==> src/rtl/mtep_pkg.sv <==
// ----------------------------------------------------------------------------
// mtep_pkg
// Shared types and codes of the track event parser: channel words, queue
// entry, result kinds, error codes and register map.
// ----------------------------------------------------------------------------
package mtep_pkg;

	localparam int VARLEN_MAX_BYTES_DEF = 4;
	localparam int QUEUE_DEPTH_DEF      = 2;

	localparam int DELTA_W = 28;
	localparam int LEN_W   = 17;

	localparam logic [LEN_W-1:0] MAX_LEN_RESET = 17'h10000;

	// result kinds
	localparam logic [2:0] KIND_CHANNEL = 3'd0;
	localparam logic [2:0] KIND_SYSEX   = 3'd1;
	localparam logic [2:0] KIND_META    = 3'd2;
	localparam logic [2:0] KIND_PAYLOAD = 3'd3;
	localparam logic [2:0] KIND_ERROR   = 3'd4;

	// error codes
	localparam logic [1:0] ERR_STREAM_END = 2'd0;
	localparam logic [1:0] ERR_LEN_FIELD  = 2'd1;
	localparam logic [1:0] ERR_PAYLOAD    = 2'd2;
	localparam logic [1:0] ERR_STATUS     = 2'd3;

	// register map (register index taken from paddr[2])
	localparam logic REG_MAX_PAYLOAD_LENGTH = 1'b0;

	typedef struct packed {
		logic [7:0] data_byte;
		logic       stream_end;
	} in_item_t;

	typedef struct packed {
		logic [2:0]         result_kind;
		logic [7:0]         status_code;
		logic [3:0]         channel_number;
		logic [7:0]         first_param;
		logic [7:0]         second_param;
		logic [DELTA_W-1:0] delta_ticks;
		logic [LEN_W-1:0]   payload_length;
		logic [7:0]         meta_kind;
		logic [7:0]         payload_value;
		logic [1:0]         error_code;
		logic               last;
	} out_item_t;

	// compact word between front and back
	typedef struct packed {
		logic [2:0]         kind;
		logic [7:0]         status;
		logic [7:0]         p1;
		logic [7:0]         p2;
		logic [DELTA_W-1:0] delta;
		logic [LEN_W-1:0]   len;
		logic [7:0]         meta;
		logic [1:0]         err;
		logic               last;
	} entry_t;

	typedef struct packed {
		logic   push;
		entry_t entry;
	} push_t;

	typedef struct packed {
		logic   valid;
		logic   full;
		entry_t entry;
	} queue_status_t;

endpackage

==> src/rtl/mtep_front.sv <==
// ----------------------------------------------------------------------------
// mtep_front
// Byte decoder: accepts track bytes, runs the event state machine and pushes
// one compact word per result into the queue.
// ----------------------------------------------------------------------------
module mtep_front #(
	parameter int VARLEN_MAX_BYTES = mtep_pkg::VARLEN_MAX_BYTES_DEF
) (
	input  logic                       clk,
	input  logic                       arst_n,
	input  logic                       acc,
	input  mtep_pkg::in_item_t         item,
	input  logic [mtep_pkg::LEN_W-1:0] max_len,
	output mtep_pkg::push_t            push,
	output logic                       halted
);

	localparam int CNT_W = $clog2(VARLEN_MAX_BYTES + 1);

	typedef enum logic [7:0] {
		PH_DELTA     = 8'b0000_0001,
		PH_STATUS    = 8'b0000_0010,
		PH_PARAM1    = 8'b0000_0100,
		PH_PARAM2    = 8'b0000_1000,
		PH_SX_LEN    = 8'b0001_0000,
		PH_META_TYPE = 8'b0010_0000,
		PH_META_LEN  = 8'b0100_0000,
		PH_PAYLOAD   = 8'b1000_0000
	} phase_t;

	phase_t                        phase_q, phase_d;
	logic [mtep_pkg::DELTA_W-1:0]  accum_q, accum_d;
	logic [CNT_W-1:0]              count_q, count_d;
	logic [7:0]                    status_q, status_d;
	logic [7:0]                    param_q, param_d;
	logic [mtep_pkg::DELTA_W-1:0]  delta_q, delta_d;
	logic [7:0]                    meta_q, meta_d;
	logic [mtep_pkg::LEN_W-1:0]    rem_q, rem_d;
	logic                          halted_q, halted_d;

	logic [7:0]                    b;
	logic [mtep_pkg::DELTA_W-1:0]  vl_accum;
	logic [CNT_W-1:0]              vl_count;
	logic                          vl_done;
	logic                          vl_long;
	logic [mtep_pkg::LEN_W-1:0]    rem_dec;
	mtep_pkg::entry_t              e;
	logic                          emit;

	assign b        = item.data_byte;
	assign vl_accum = {accum_q[mtep_pkg::DELTA_W-8:0], b[6:0]};
	assign vl_count = count_q + 1'b1;
	assign vl_done  = !b[7];
	assign vl_long  = b[7] && (vl_count >= CNT_W'(VARLEN_MAX_BYTES));
	assign rem_dec  = rem_q - 1'b1;

	always_comb begin
		phase_d  = phase_q;
		accum_d  = accum_q;
		count_d  = count_q;
		status_d = status_q;
		param_d  = param_q;
		delta_d  = delta_q;
		meta_d   = meta_q;
		rem_d    = rem_q;
		halted_d = halted_q;
		emit     = 1'b0;
		e        = '0;
		if (acc && !halted_q) begin
			if (item.stream_end) begin
				// end of data between events is quiet
				if (!(phase_q == PH_DELTA && count_q == '0)) begin
					emit     = 1'b1;
					e.kind   = mtep_pkg::KIND_ERROR;
					e.err    = mtep_pkg::ERR_STREAM_END;
					e.last   = 1'b1;
					halted_d = 1'b1;
				end
			end else begin
				case (phase_q)
					PH_DELTA: begin
						accum_d = vl_accum;
						count_d = vl_count;
						if (vl_done) begin
							delta_d = vl_accum;
							accum_d = '0;
							count_d = '0;
							phase_d = PH_STATUS;
						end else if (vl_long) begin
							emit     = 1'b1;
							e.kind   = mtep_pkg::KIND_ERROR;
							e.err    = mtep_pkg::ERR_LEN_FIELD;
							e.last   = 1'b1;
							halted_d = 1'b1;
						end
					end
					PH_STATUS: begin
						status_d = b;
						if (b[7] && b[7:4] != 4'hf) begin
							phase_d = PH_PARAM1;
						end else if (b == 8'hf0 || b == 8'hf7) begin
							phase_d = PH_SX_LEN;
						end else if (b == 8'hff) begin
							phase_d = PH_META_TYPE;
						end else begin
							emit     = 1'b1;
							e.kind   = mtep_pkg::KIND_ERROR;
							e.err    = mtep_pkg::ERR_STATUS;
							e.last   = 1'b1;
							halted_d = 1'b1;
						end
					end
					PH_PARAM1: begin
						if (status_q[7:4] == 4'hc || status_q[7:4] == 4'hd) begin
							emit     = 1'b1;
							e.kind   = mtep_pkg::KIND_CHANNEL;
							e.status = status_q;
							e.p1     = b;
							e.delta  = delta_q;
							e.last   = 1'b1;
							phase_d  = PH_DELTA;
						end else begin
							param_d = b;
							phase_d = PH_PARAM2;
						end
					end
					PH_PARAM2: begin
						emit     = 1'b1;
						e.kind   = mtep_pkg::KIND_CHANNEL;
						e.status = status_q;
						e.p1     = param_q;
						e.p2     = b;
						e.delta  = delta_q;
						e.last   = 1'b1;
						phase_d  = PH_DELTA;
					end
					PH_META_TYPE: begin
						meta_d  = b;
						phase_d = PH_META_LEN;
					end
					PH_SX_LEN, PH_META_LEN: begin
						accum_d = vl_accum;
						count_d = vl_count;
						if (vl_done) begin
							accum_d = '0;
							count_d = '0;
							emit    = 1'b1;
							if (vl_accum > {{(mtep_pkg::DELTA_W-mtep_pkg::LEN_W){1'b0}}, max_len})
							begin
								e.kind   = mtep_pkg::KIND_ERROR;
								e.err    = mtep_pkg::ERR_PAYLOAD;
								e.last   = 1'b1;
								halted_d = 1'b1;
							end else begin
								rem_d    = vl_accum[mtep_pkg::LEN_W-1:0];
								e.kind   = (phase_q == PH_SX_LEN) ? mtep_pkg::KIND_SYSEX
								                                  : mtep_pkg::KIND_META;
								e.status = status_q;
								e.delta  = delta_q;
								e.len    = vl_accum[mtep_pkg::LEN_W-1:0];
								e.meta   = meta_q;
								e.last   = (vl_accum[mtep_pkg::LEN_W-1:0] == '0);
								phase_d  = (vl_accum[mtep_pkg::LEN_W-1:0] == '0) ? PH_DELTA
								                                                 : PH_PAYLOAD;
							end
						end else if (vl_long) begin
							emit     = 1'b1;
							e.kind   = mtep_pkg::KIND_ERROR;
							e.err    = mtep_pkg::ERR_LEN_FIELD;
							e.last   = 1'b1;
							halted_d = 1'b1;
						end
					end
					PH_PAYLOAD: begin
						emit   = 1'b1;
						e.kind = mtep_pkg::KIND_PAYLOAD;
						e.p1   = b;
						e.last = (rem_dec == '0);
						rem_d  = rem_dec;
						if (rem_dec == '0) begin
							phase_d = PH_DELTA;
						end
					end
					default: begin
						phase_d = PH_DELTA;
					end
				endcase
			end
		end
	end

	always_ff @(posedge clk or negedge arst_n) begin
		if (!arst_n) begin
			phase_q  <= PH_DELTA;
			accum_q  <= '0;
			count_q  <= '0;
			halted_q <= 1'b0;
		end else begin
			phase_q  <= phase_d;
			accum_q  <= accum_d;
			count_q  <= count_d;
			halted_q <= halted_d;
		end
	end

	always_ff @(posedge clk) begin
		status_q <= status_d;
		param_q  <= param_d;
		delta_q  <= delta_d;
		meta_q   <= meta_d;
		rem_q    <= rem_d;
	end

	assign push.push  = emit;
	assign push.entry = e;
	assign halted     = halted_q;

endmodule

==> src/rtl/mtep_queue.sv <==
// ----------------------------------------------------------------------------
// mtep_queue
// Small fifo of decoded words between the byte decoder and the result stage.
// ----------------------------------------------------------------------------
module mtep_queue #(
	parameter int DEPTH = mtep_pkg::QUEUE_DEPTH_DEF
) (
	input  logic                    clk,
	input  logic                    arst_n,
	input  mtep_pkg::push_t         push,
	input  logic                    pop,
	output mtep_pkg::queue_status_t status
);

	localparam int PTR_W = (DEPTH > 1) ? $clog2(DEPTH) : 1;
	localparam int CNT_W = $clog2(DEPTH + 1);

	mtep_pkg::entry_t mem_q [DEPTH];
	logic [PTR_W-1:0] wr_ptr_q;
	logic [PTR_W-1:0] rd_ptr_q;
	logic [CNT_W-1:0] cnt_q;
	logic             do_push;
	logic             do_pop;

	assign do_push = push.push;
	assign do_pop  = pop && (cnt_q != '0);

	always_ff @(posedge clk or negedge arst_n) begin
		if (!arst_n) begin
			wr_ptr_q <= '0;
			rd_ptr_q <= '0;
			cnt_q    <= '0;
		end else begin
			if (do_push) begin
				wr_ptr_q <= (wr_ptr_q == PTR_W'(DEPTH - 1)) ? '0 : wr_ptr_q + 1'b1;
			end
			if (do_pop) begin
				rd_ptr_q <= (rd_ptr_q == PTR_W'(DEPTH - 1)) ? '0 : rd_ptr_q + 1'b1;
			end
			case ({do_push, do_pop})
				2'b10:   cnt_q <= cnt_q + 1'b1;
				2'b01:   cnt_q <= cnt_q - 1'b1;
				default: cnt_q <= cnt_q;
			endcase
		end
	end

	always_ff @(posedge clk) begin
		if (do_push) begin
			mem_q[wr_ptr_q] <= push.entry;
		end
	end

	assign status.valid = (cnt_q != '0);
	assign status.full  = (cnt_q == CNT_W'(DEPTH));
	assign status.entry = mem_q[rd_ptr_q];

endmodule

==> src/rtl/mtep_back.sv <==
// ----------------------------------------------------------------------------
// mtep_back
// Result stage: expands queued words into result words and holds them in the
// output register until taken.
// ----------------------------------------------------------------------------
module mtep_back (
	input  logic                    clk,
	input  logic                    arst_n,
	input  mtep_pkg::queue_status_t qs,
	output logic                    pop,
	output logic                    out_valid,
	input  logic                    out_ready,
	output mtep_pkg::out_item_t     out_data
);

	logic                out_valid_q;
	mtep_pkg::out_item_t out_data_q;
	mtep_pkg::out_item_t r;
	mtep_pkg::entry_t    e;

	assign e   = qs.entry;
	assign pop = qs.valid && (!out_valid_q || out_ready);

	always_comb begin
		r             = '0;
		r.result_kind = e.kind;
		r.last        = e.last;
		case (e.kind)
			mtep_pkg::KIND_CHANNEL: begin
				r.status_code    = {4'h0, e.status[7:4]};
				r.channel_number = e.status[3:0];
				r.first_param    = e.p1;
				r.second_param   = e.p2;
				r.delta_ticks    = e.delta;
			end
			mtep_pkg::KIND_SYSEX: begin
				r.status_code    = e.status;
				r.delta_ticks    = e.delta;
				r.payload_length = e.len;
			end
			mtep_pkg::KIND_META: begin
				r.status_code    = e.status;
				r.delta_ticks    = e.delta;
				r.payload_length = e.len;
				r.meta_kind      = e.meta;
			end
			mtep_pkg::KIND_PAYLOAD: begin
				r.payload_value = e.p1;
			end
			mtep_pkg::KIND_ERROR: begin
				r.error_code = e.err;
			end
			default: begin
				r = '0;
			end
		endcase
	end

	always_ff @(posedge clk or negedge arst_n) begin
		if (!arst_n) begin
			out_valid_q <= 1'b0;
		end else if (pop) begin
			out_valid_q <= 1'b1;
		end else if (out_ready) begin
			out_valid_q <= 1'b0;
		end
	end

	always_ff @(posedge clk) begin
		if (pop) begin
			out_data_q <= r;
		end
	end

	assign out_valid = out_valid_q;
	assign out_data  = out_data_q;

endmodule

==> src/rtl/midi_track_event_parser.sv <==
// ----------------------------------------------------------------------------
// midi_track_event_parser
// Track event parser for standard MIDI file track data, one byte per word.
// ----------------------------------------------------------------------------
// One byte is accepted every clock cycle while the queue is not full, whether
// or not it completes a result; the byte decoder state machine settles each
// byte as it is accepted. Results pass through a queue of QUEUE_DEPTH words
// and an output register, so a result is registered in the queue and then in
// the output register before it is presented, and in_ready falls only when
// the queue is full because the result side is stalled.
// After an error result the block keeps taking bytes and drops them until
// reset. The payload length limit is written over the APB port at address 0.
module midi_track_event_parser #(
	parameter int VARLEN_MAX_BYTES = mtep_pkg::VARLEN_MAX_BYTES_DEF,
	parameter int QUEUE_DEPTH      = mtep_pkg::QUEUE_DEPTH_DEF
) (
	input  logic                clk,
	input  logic                arst_n,
	input  logic                in_valid,
	output logic                in_ready,
	input  mtep_pkg::in_item_t  in_data,
	output logic                out_valid,
	input  logic                out_ready,
	output mtep_pkg::out_item_t out_data,
	input  logic                psel,
	input  logic                penable,
	input  logic                pwrite,
	input  logic [2:0]          paddr,
	input  logic [31:0]         pwdata,
	output logic [31:0]         prdata,
	output logic                pready
);

	logic [mtep_pkg::LEN_W-1:0] max_len_q;
	logic                       acc;
	logic                       halted;
	logic                       pop;
	mtep_pkg::push_t            push;
	mtep_pkg::queue_status_t    qs;

	assign pready = 1'b1;

	always_ff @(posedge clk or negedge arst_n) begin
		if (!arst_n) begin
			max_len_q <= mtep_pkg::MAX_LEN_RESET;
		end else if (psel && penable && pwrite && paddr[2] == mtep_pkg::REG_MAX_PAYLOAD_LENGTH)
		begin
			max_len_q <= pwdata[mtep_pkg::LEN_W-1:0];
		end
	end

	assign prdata = (paddr[2] == mtep_pkg::REG_MAX_PAYLOAD_LENGTH)
	              ? {{(32-mtep_pkg::LEN_W){1'b0}}, max_len_q} : '0;

	assign in_ready = !qs.full;
	assign acc      = in_valid && in_ready;

	mtep_front #(
		.VARLEN_MAX_BYTES(VARLEN_MAX_BYTES)
	) u_front (
		.clk    (clk),
		.arst_n (arst_n),
		.acc    (acc),
		.item   (in_data),
		.max_len(max_len_q),
		.push   (push),
		.halted (halted)
	);

	mtep_queue #(
		.DEPTH(QUEUE_DEPTH)
	) u_queue (
		.clk   (clk),
		.arst_n(arst_n),
		.push  (push),
		.pop   (pop),
		.status(qs)
	);

	mtep_back u_back (
		.clk      (clk),
		.arst_n   (arst_n),
		.qs       (qs),
		.pop      (pop),
		.out_valid(out_valid),
		.out_ready(out_ready),
		.out_data (out_data)
	);

	// no push into a full queue
	a_no_overflow: assert property (@(posedge clk) disable iff (!arst_n)
		!(push.push && qs.full))
		else $error("push into full queue");

	// a halted decoder never emits
	a_halt_quiet: assert property (@(posedge clk) disable iff (!arst_n)
		halted |-> !push.push)
		else $error("result emitted while halted");

	// halt holds until reset
	a_halt_sticky: assert property (@(posedge clk) disable iff (!arst_n)
		halted |=> halted)
		else $error("halt released without reset");

	// every error word closes its event and halts the decoder
	a_err_last: assert property (@(posedge clk) disable iff (!arst_n)
		push.push && push.entry.kind == mtep_pkg::KIND_ERROR |=> halted)
		else $error("error did not halt");

endmodule
==> config.mk <==
export PLATFORM = sky130hd
export DESIGN_NAME = midi_track_event_parser
export DESIGN_NICKNAME = d
export VERILOG_FILES = /design/src/rtl/mtep_pkg.sv /design/src/rtl/mtep_front.sv /design/src/rtl/mtep_queue.sv /design/src/rtl/mtep_back.sv /design/src/rtl/midi_track_event_parser.sv
export SDC_FILE = /design/constraint.sdc
export NUM_CORES = 1
export LEC_CHECK = 0
export ABC_AREA = 1
export BUFFER_PORTS_ARGS = -buffer_cell sky130_fd_sc_hd__buf_2
export CAP_MARGIN = 0
export CELL_PAD_IN_SITES_DETAIL_PLACEMENT = 0
export CELL_PAD_IN_SITES_GLOBAL_PLACEMENT = 1
export CORE_MARGIN = 2
export CORE_UTILIZATION = 50
export CTS_BUF_LIST = sky130_fd_sc_hd__clkbuf_16
export CTS_CLUSTER_SIZE = 12
export DETAILED_ROUTE_END_ITERATION = 8
export GPL_TIMING_DRIVEN = 0
export PLACE_DENSITY = 0.91
export SLEW_MARGIN = 25
export SYNTH_ARGS = -nofsm -noshare
export SYNTH_HDL_FRONTEND = slang
export SYNTH_SLANG_ARGS = --single-unit
export TNS_END_PERCENT = 5
==> constraint.sdc <==
create_clock -name clk -period 15.2 [get_ports clk]
set_input_delay 3.04 -clock clk [delete_from_list [all_inputs] [get_ports clk]]
set_output_delay 3.04 -clock clk [all_outputs]
set_load 0.005 [all_outputs]
# Word level (Yosys, flattened, before mapping)
# Memories as Yosys holds them, arrays and structs flattened.
# Index checks and enable logic that the tools add are counted.
# word_totals
mem_bits_rw,166
output_inout_bits,130
register_bits,219
memories,1
# mem_list
memory,words,width,read_ports,rd_clocked_by_memory_dff,write_ports,line_no,text
u_queue.mem_q,2,83,1,0,1,mtep_queue.sv:18,mtep_pkg::entry_t mem_q [DEPTH];
# op_classes
add_sub_neg,6
bitwise,4
n_reduce_logical,39
n_mux,81
order_cmp,2
eq_ne,32
# ops
operator,n
two-way mux 53 bit,2
two-way mux 8 bit,11
case mux 28 bit (3 select lines),1
two-way mux 83 bit,1
two-way mux 77 bit,1
two-way mux 17 bit,3
two-way mux 3 bit,16
case mux 8 bit (3 select lines),2
case mux 8 bit (6 select lines),1
zero test 17 bit,2
case mux 17 bit (2 select lines),1
"equality test 8 bit, second input constant",4
> comparator 28 x 17 -> 1 bit,1
two-way mux 28 bit,1
two-way mux 1 bit,27
two-way mux 25 bit,1
two-way mux 21 bit,1
"subtractor 17 x 1 -> 17 bit, second input constant",1
two-way mux 16 bit,1
case mux 8 bit (2 select lines),1
case mux 3 bit (5 select lines),1
"inequality test 3 bit, second input constant",4
logical AND 1 bit,10
AND reduction 3 bit,3
43 further kinds,67

# Logic depth before layout (Yosys ltp)
# depth
depth_word,10
mapped_depth,19
depth_no_buf,18

# By module
# A second synthesis with hierarchy kept.
# unflattened
hier_cells,1614
area_unflattened_um2,16892.5
# by_module_without_submodules
mod,area_each_um2,instances,cells_per_inst
mtep_queue,6239.7,1,462
mtep_front,5928.2,1,715
mtep_back,3736.1,1,304
midi_track_event_parser,988.4,1,133

# Least setup slack after synthesis
# Ideal clock, no wire load.
# synth_timing
path_kind,input to register
from,input out_ready
to,register u_queue.cnt_q[1]
slack_ns,6.087
path_stages,6
arrival_time_ns,8.982
n_path_buf,0
setup_time_ns,0.131
path_cell_list,nor2_1 > a21oi_1 > ha_1 > a21oi_1 > o21ai_0 > xor2_1
# synth_between
elab_chain_len,5
word_cells_on_any_way,7
# synth_rtl
item,line_no,text
from (decl),midi_track_event_parser.sv:23,"input logic out_ready,"
logical OR 1 bit *,mtep_back.sv:22,assign pop = qs.valid && (!out_valid_q || out_ready);
logical AND 1 bit *,mtep_back.sv:22,
via pop,midi_track_event_parser.sv:37,logic pop;
logical AND 1 bit *,mtep_queue.sv:26,assign do_pop = pop && (cnt_q != '0);
equality test 2 x 1 -> 1 bit / equality test 2 bit (equally long branches),mtep_queue.sv:40,"case ({do_push, do_pop})"
case mux 2 bit (2 select lines) / nonzero test 2 bit (equally long branches),-,
to (signal assigned),mtep_queue.sv:41,2'b10: cnt_q <= cnt_q + 1'b1;
to (signal assigned),mtep_queue.sv:42,2'b01: cnt_q <= cnt_q - 1'b1;
to (signal assigned),mtep_queue.sv:43,default: cnt_q <= cnt_q;
to (decl),mtep_queue.sv:21,logic [CNT_W-1:0] cnt_q;
# Mark *: on every way through the listed nets, which the timed path passes. The rest lies on a longest branch.
# A chain may end at the register's enable or synchronous reset.

# Worst setup path in the final report
# layout_timing
from,input paddr[2]
to,output prdata[10]
# layout_between
elab_chain_len,1
# layout_rtl
item,line_no,text
from (decl),midi_track_event_parser.sv:28,"input logic [2:0] paddr,"
two-way mux 17 bit,midi_track_event_parser.sv:53,"? {{(32-mtep_pkg::LEN_W){1'b0}}, max_len_q} : '0;"
to (decl),midi_track_event_parser.sv:30,"output logic [31:0] prdata,"
# No other way between the ends.

==> impl_metrics.csv <==
group,metric,value,unit
global_route,grt_overflow_total,0,
placement,post-dp-hpwl,25.7,mm
critical_path,start_kind,"primary input",
logic_synthesis,synth-edff-count,330,
die,initial_standard_cell_utilization_of_the_core,50.5,%
logic_synthesis,syn_area_per_cell,11.3,sq um
logic_synthesis,mappedNetlistArea,16300,sq um
final_layout,fillCellCount,2641,
detailed_routing,drt-pass1-iter-count,6,
critical_path,endpoint_kind_of_the_worst_setup_timing_path,"output port",
power_and_ir_drop,p_total,2.65,mW
timing,achievable-frequency,0.144,GHz
global_route,wire_length_of_the_first_global_routing_pass,56.1,mm
global_route,total_global_route_track_usage,21.5,%
die,core_region_area,32400,sq um
timing,timing.hold.ws,0.449,ns
timing,hold_viol,0,
final_layout,post_route_cells_drive_above_1_share,19.2,%
clock_network,cts_tree,"done",
power_and_ir_drop,clock_power_share,32.7,%
critical_path,crit_type,"primary input to output port",
timing,setup_violations,0,
power_and_ir_drop,power-per-cell-area,139,nW/um^2
final_layout,nNetsFinal,1729,
timing,timing.clock.skew,0.0105,ns
die,core.rowCount,66,
logic_synthesis,top_area_cells_in_the_synthesized_netlist,"edfxtp_1 (61%), dfrtp_1 (8.1%), nand2_1 (6.7%)",
global_route,vias_in_the_first_global_route,10400,
timing,fin_tns_setup,0,ns
power_and_ir_drop,internal_power,1.95,mW
clock_network,cts-buffers-inserted,40,
global_route,grt_max_degree,61,
power_and_ir_drop,swShare,26.5,%
power_and_ir_drop,power.share.combinational,18.0,%
timing,unrepaired_setup_endpoints_after_global_routing,"no",
power_and_ir_drop,total_leakage_power,8.03,nW
timing,final.min_clock_period,6.96,ns
logic_synthesis,ys_ff_latch,385,
run_status,run_status,"complete, no violations",
worst_hold_path,worst_hold_path_type,"flop to flop",
placement,globalplace.congestion,0.903,
die,io_pins,181,
detailed_routing,wl,36.2,mm
detailed_routing,residual_antenna_violating_net_count_after_detailed_routing,0,
detailed_routing,via_count,10900,
final_layout,top_library_cells_by_usage_in_the_layout_fill_and_taps_aside,"edfxtp_1 (330), nand2_1 (291), nor2_1 (173)",
placement,post_placement_setup_slack,8.23,ns
power_and_ir_drop,seqPwrFrac,49.4,%
critical_path,arrival,3.92,ns
clock_network,path_clk_slew,0.05,ns
logic_synthesis,postSynth.asyncResetShare,14.3,%
die,dieWidth,185,um
timing,drv_slew,0,
global_route,antenna_violations_before_repair,1,
final_layout,layout_commonest_cell,"edfxtp_1",
die,die_h,185,um
clock_network,h_tree_depth,2,
critical_path,timing.reg2reg.worst_path_depth,13,
timing,period_share,45.8,%
final_layout,area.growth.synth_to_final,17.0,%
logic_synthesis,seq_area_frac_synth,69.1,%
power_and_ir_drop,max-vdd-ir-drop,0.0000840,V
power_and_ir_drop,netSwitchingPower,701,uW
clock_network,maximum_root_to_sink_buffer_count,3,
placement,numPortBuffers,146,
detailed_routing,drt_first_iter_violations,1129,
detailed_routing,wl_per_cell,17.0,um
detailed_routing,post-route-drc-count,0,
critical_path,worst-path-max-fanout,10,
flow_run,cap_violations,0,
clock_network,clk_root_buffer_cell,"clkbuf_16",
logic_synthesis,ys.flop_type,"edfxtp_1",
clock_network,cts_repair_resize_count,0,
logic_synthesis,yosysWarningCount,0,
logic_synthesis,synthesis.instances,1444,
clock_network,postCtsHoldBufs,0,
die,floorplan.die_area,34200,sq um
clock_network,post_cts_buffers,0,
clock_network,insertion_delay,0.53,ns
critical_path,timing.critical_path.required,12.16,ns
worst_hold_path,worstHoldPathCells,0,
logic_synthesis,synth_top_cell_by_area,"edfxtp_1",
logic_synthesis,synth_top_area_share,60.6,%
timing,postLayoutSetupSlackWorst,8.24,ns
logic_synthesis,synth.distinct_cells,48,
clock_network,clock-sinks,385,
timing,worst_slew_pin_slew,0.810,ns
timing,timing.max_slew.rel_slack,46.0,%
detailed_routing,vias_per_cell,5.14,
[cell families (layout without fill, tap and decap cells)]
logic type | count (synthesis) | in the layout | synth area share [%]
xor gates and xnor gates | 8 | 8 | 0.429
muxes | 17 | 17 | 1.04
and+or+nand+nor | 598 | 598 | 15.8
AOI/OAI and AO/OA | 165 | 165 | 5.50
adders and majority gates | 22 | 22 | 1.68
other | 2 | 17 | 0.0459
DFF | 385 | 385 | 69.1
buffers and inverters | 247 | 470 | 6.41
[critical path: stages]
cell	delay, ns
clkbuf_1	0.28
clkbuf_1	0.36
nor2_1	0.10
buf_2	0.14
[power by group through the flow]
| stage | logic (mW) | registers [mW] | clock network [mW] |
|---|---|---|---|
| after floorplan | 0.216 | 1.37 | 0 |
| after global placement | 0.413 | 1.36 | 0 |
| after detailed placement | 0.478 | 1.33 | 0 |
| after CTS | 0.480 | 1.31 | 0.879 |
| after global routing | 0.531 | 1.32 | 0.919 |
| final | 0.476 | 1.31 | 0.866 |
[layout make-up]
| cell class | instances | area (sq um) | area share (%) |
|---|---|---|---|
| clock inverters | 26 | 124 | 0.648 |
| clock buffers | 41 | 1030 | 5.37 |
| flip-flops and latches | 385 | 11300 | 59.0 |
| well taps | 442 | 553 | 2.89 |
| diodes | 1 | 2.50 | 0.0131 |
| multi-input cells | 826 | 4090 | 21.4 |
| repair buffers | 156 | 985 | 5.15 |
| plain buffers | 63 | 355 | 1.86 |
| inverters | 184 | 698 | 3.65 |
[flip-flops by register name, indices dropped and copies added (netlist names)]
name	count
u_queue.cnt_q	2
max_len_q	17
u_back.out_data	95
u_queue.wr_ptr_q	1
u_queue.rd_ptr_q	1
u_back.out_valid	1
u_front.status_q	8
u_front.rem_q	17
u_front.meta_q	8
u_front.param_q	8
u_queue.mem_q	166
u_front.delta_q	28
u_front.count_q	3
u_front.phase_q	8
u_front.accum_q	21
u_front.halted	1
[synth_stat cells, types with 5 or more instances]
library cell  number
buf_2             15
nor2_2             9
edfxtp_1         330
nor3_1            31
nand2_1          291
nand3_1           33
xnor2_1            6
buf_4             16
inv_2             30
nand4_1           11
o22ai_1           22
nand2_2           23
buf_1              5
nor2_1           175
a22oi_1            8
o21ai_0           30
a21oi_1           94
inv_1            152
clkbuf_1          24
mux2i_1           17
dfrtp_1           53
ha_1              22
[worst paths after layout]
| path | from | end | slack, ns |
|---|---|---|---|
| worst min register to register | u_front.accum_q[16] | u_front.delta_q[23] | 0.45 |
| worst max-delay path | paddr[2] | prdata[10] | 8.24 |
| min in group asynchronous | arst_n | u_back.out_valid | 2.56 |
| worst min-delay path | u_front.accum_q[16] | u_front.delta_q[23] | 0.45 |
| worst max register to register | u_front.phase_q[2] | u_queue.mem_q[1][39] | 11.99 |
| max in group asynchronous | arst_n | u_front.accum_q[15] | 12.17 |
[layer usage]
layer  track usage, %  wire [um]  vias up
li1                 -          -     5257
met1             30.4      15900     5195
met2             34.4      16800      389
met3             3.56       2470       67
met4             6.83        954        0
met5                0          0        -
[through the flow]
stage / area [sq um] / cells / util, %
after CTS: 19100 / 2123 / 59.1
after global routing: 19100 / 2123 / 59.1
after floorplan: 16400 / 1458 / -
after detailed placement: 18000 / 2056 / 55.5
after global placement: 17700 / 2046 / 54.6
final: 19100 / 2124 / 59.1
Power figures use the tool's default switching activity.
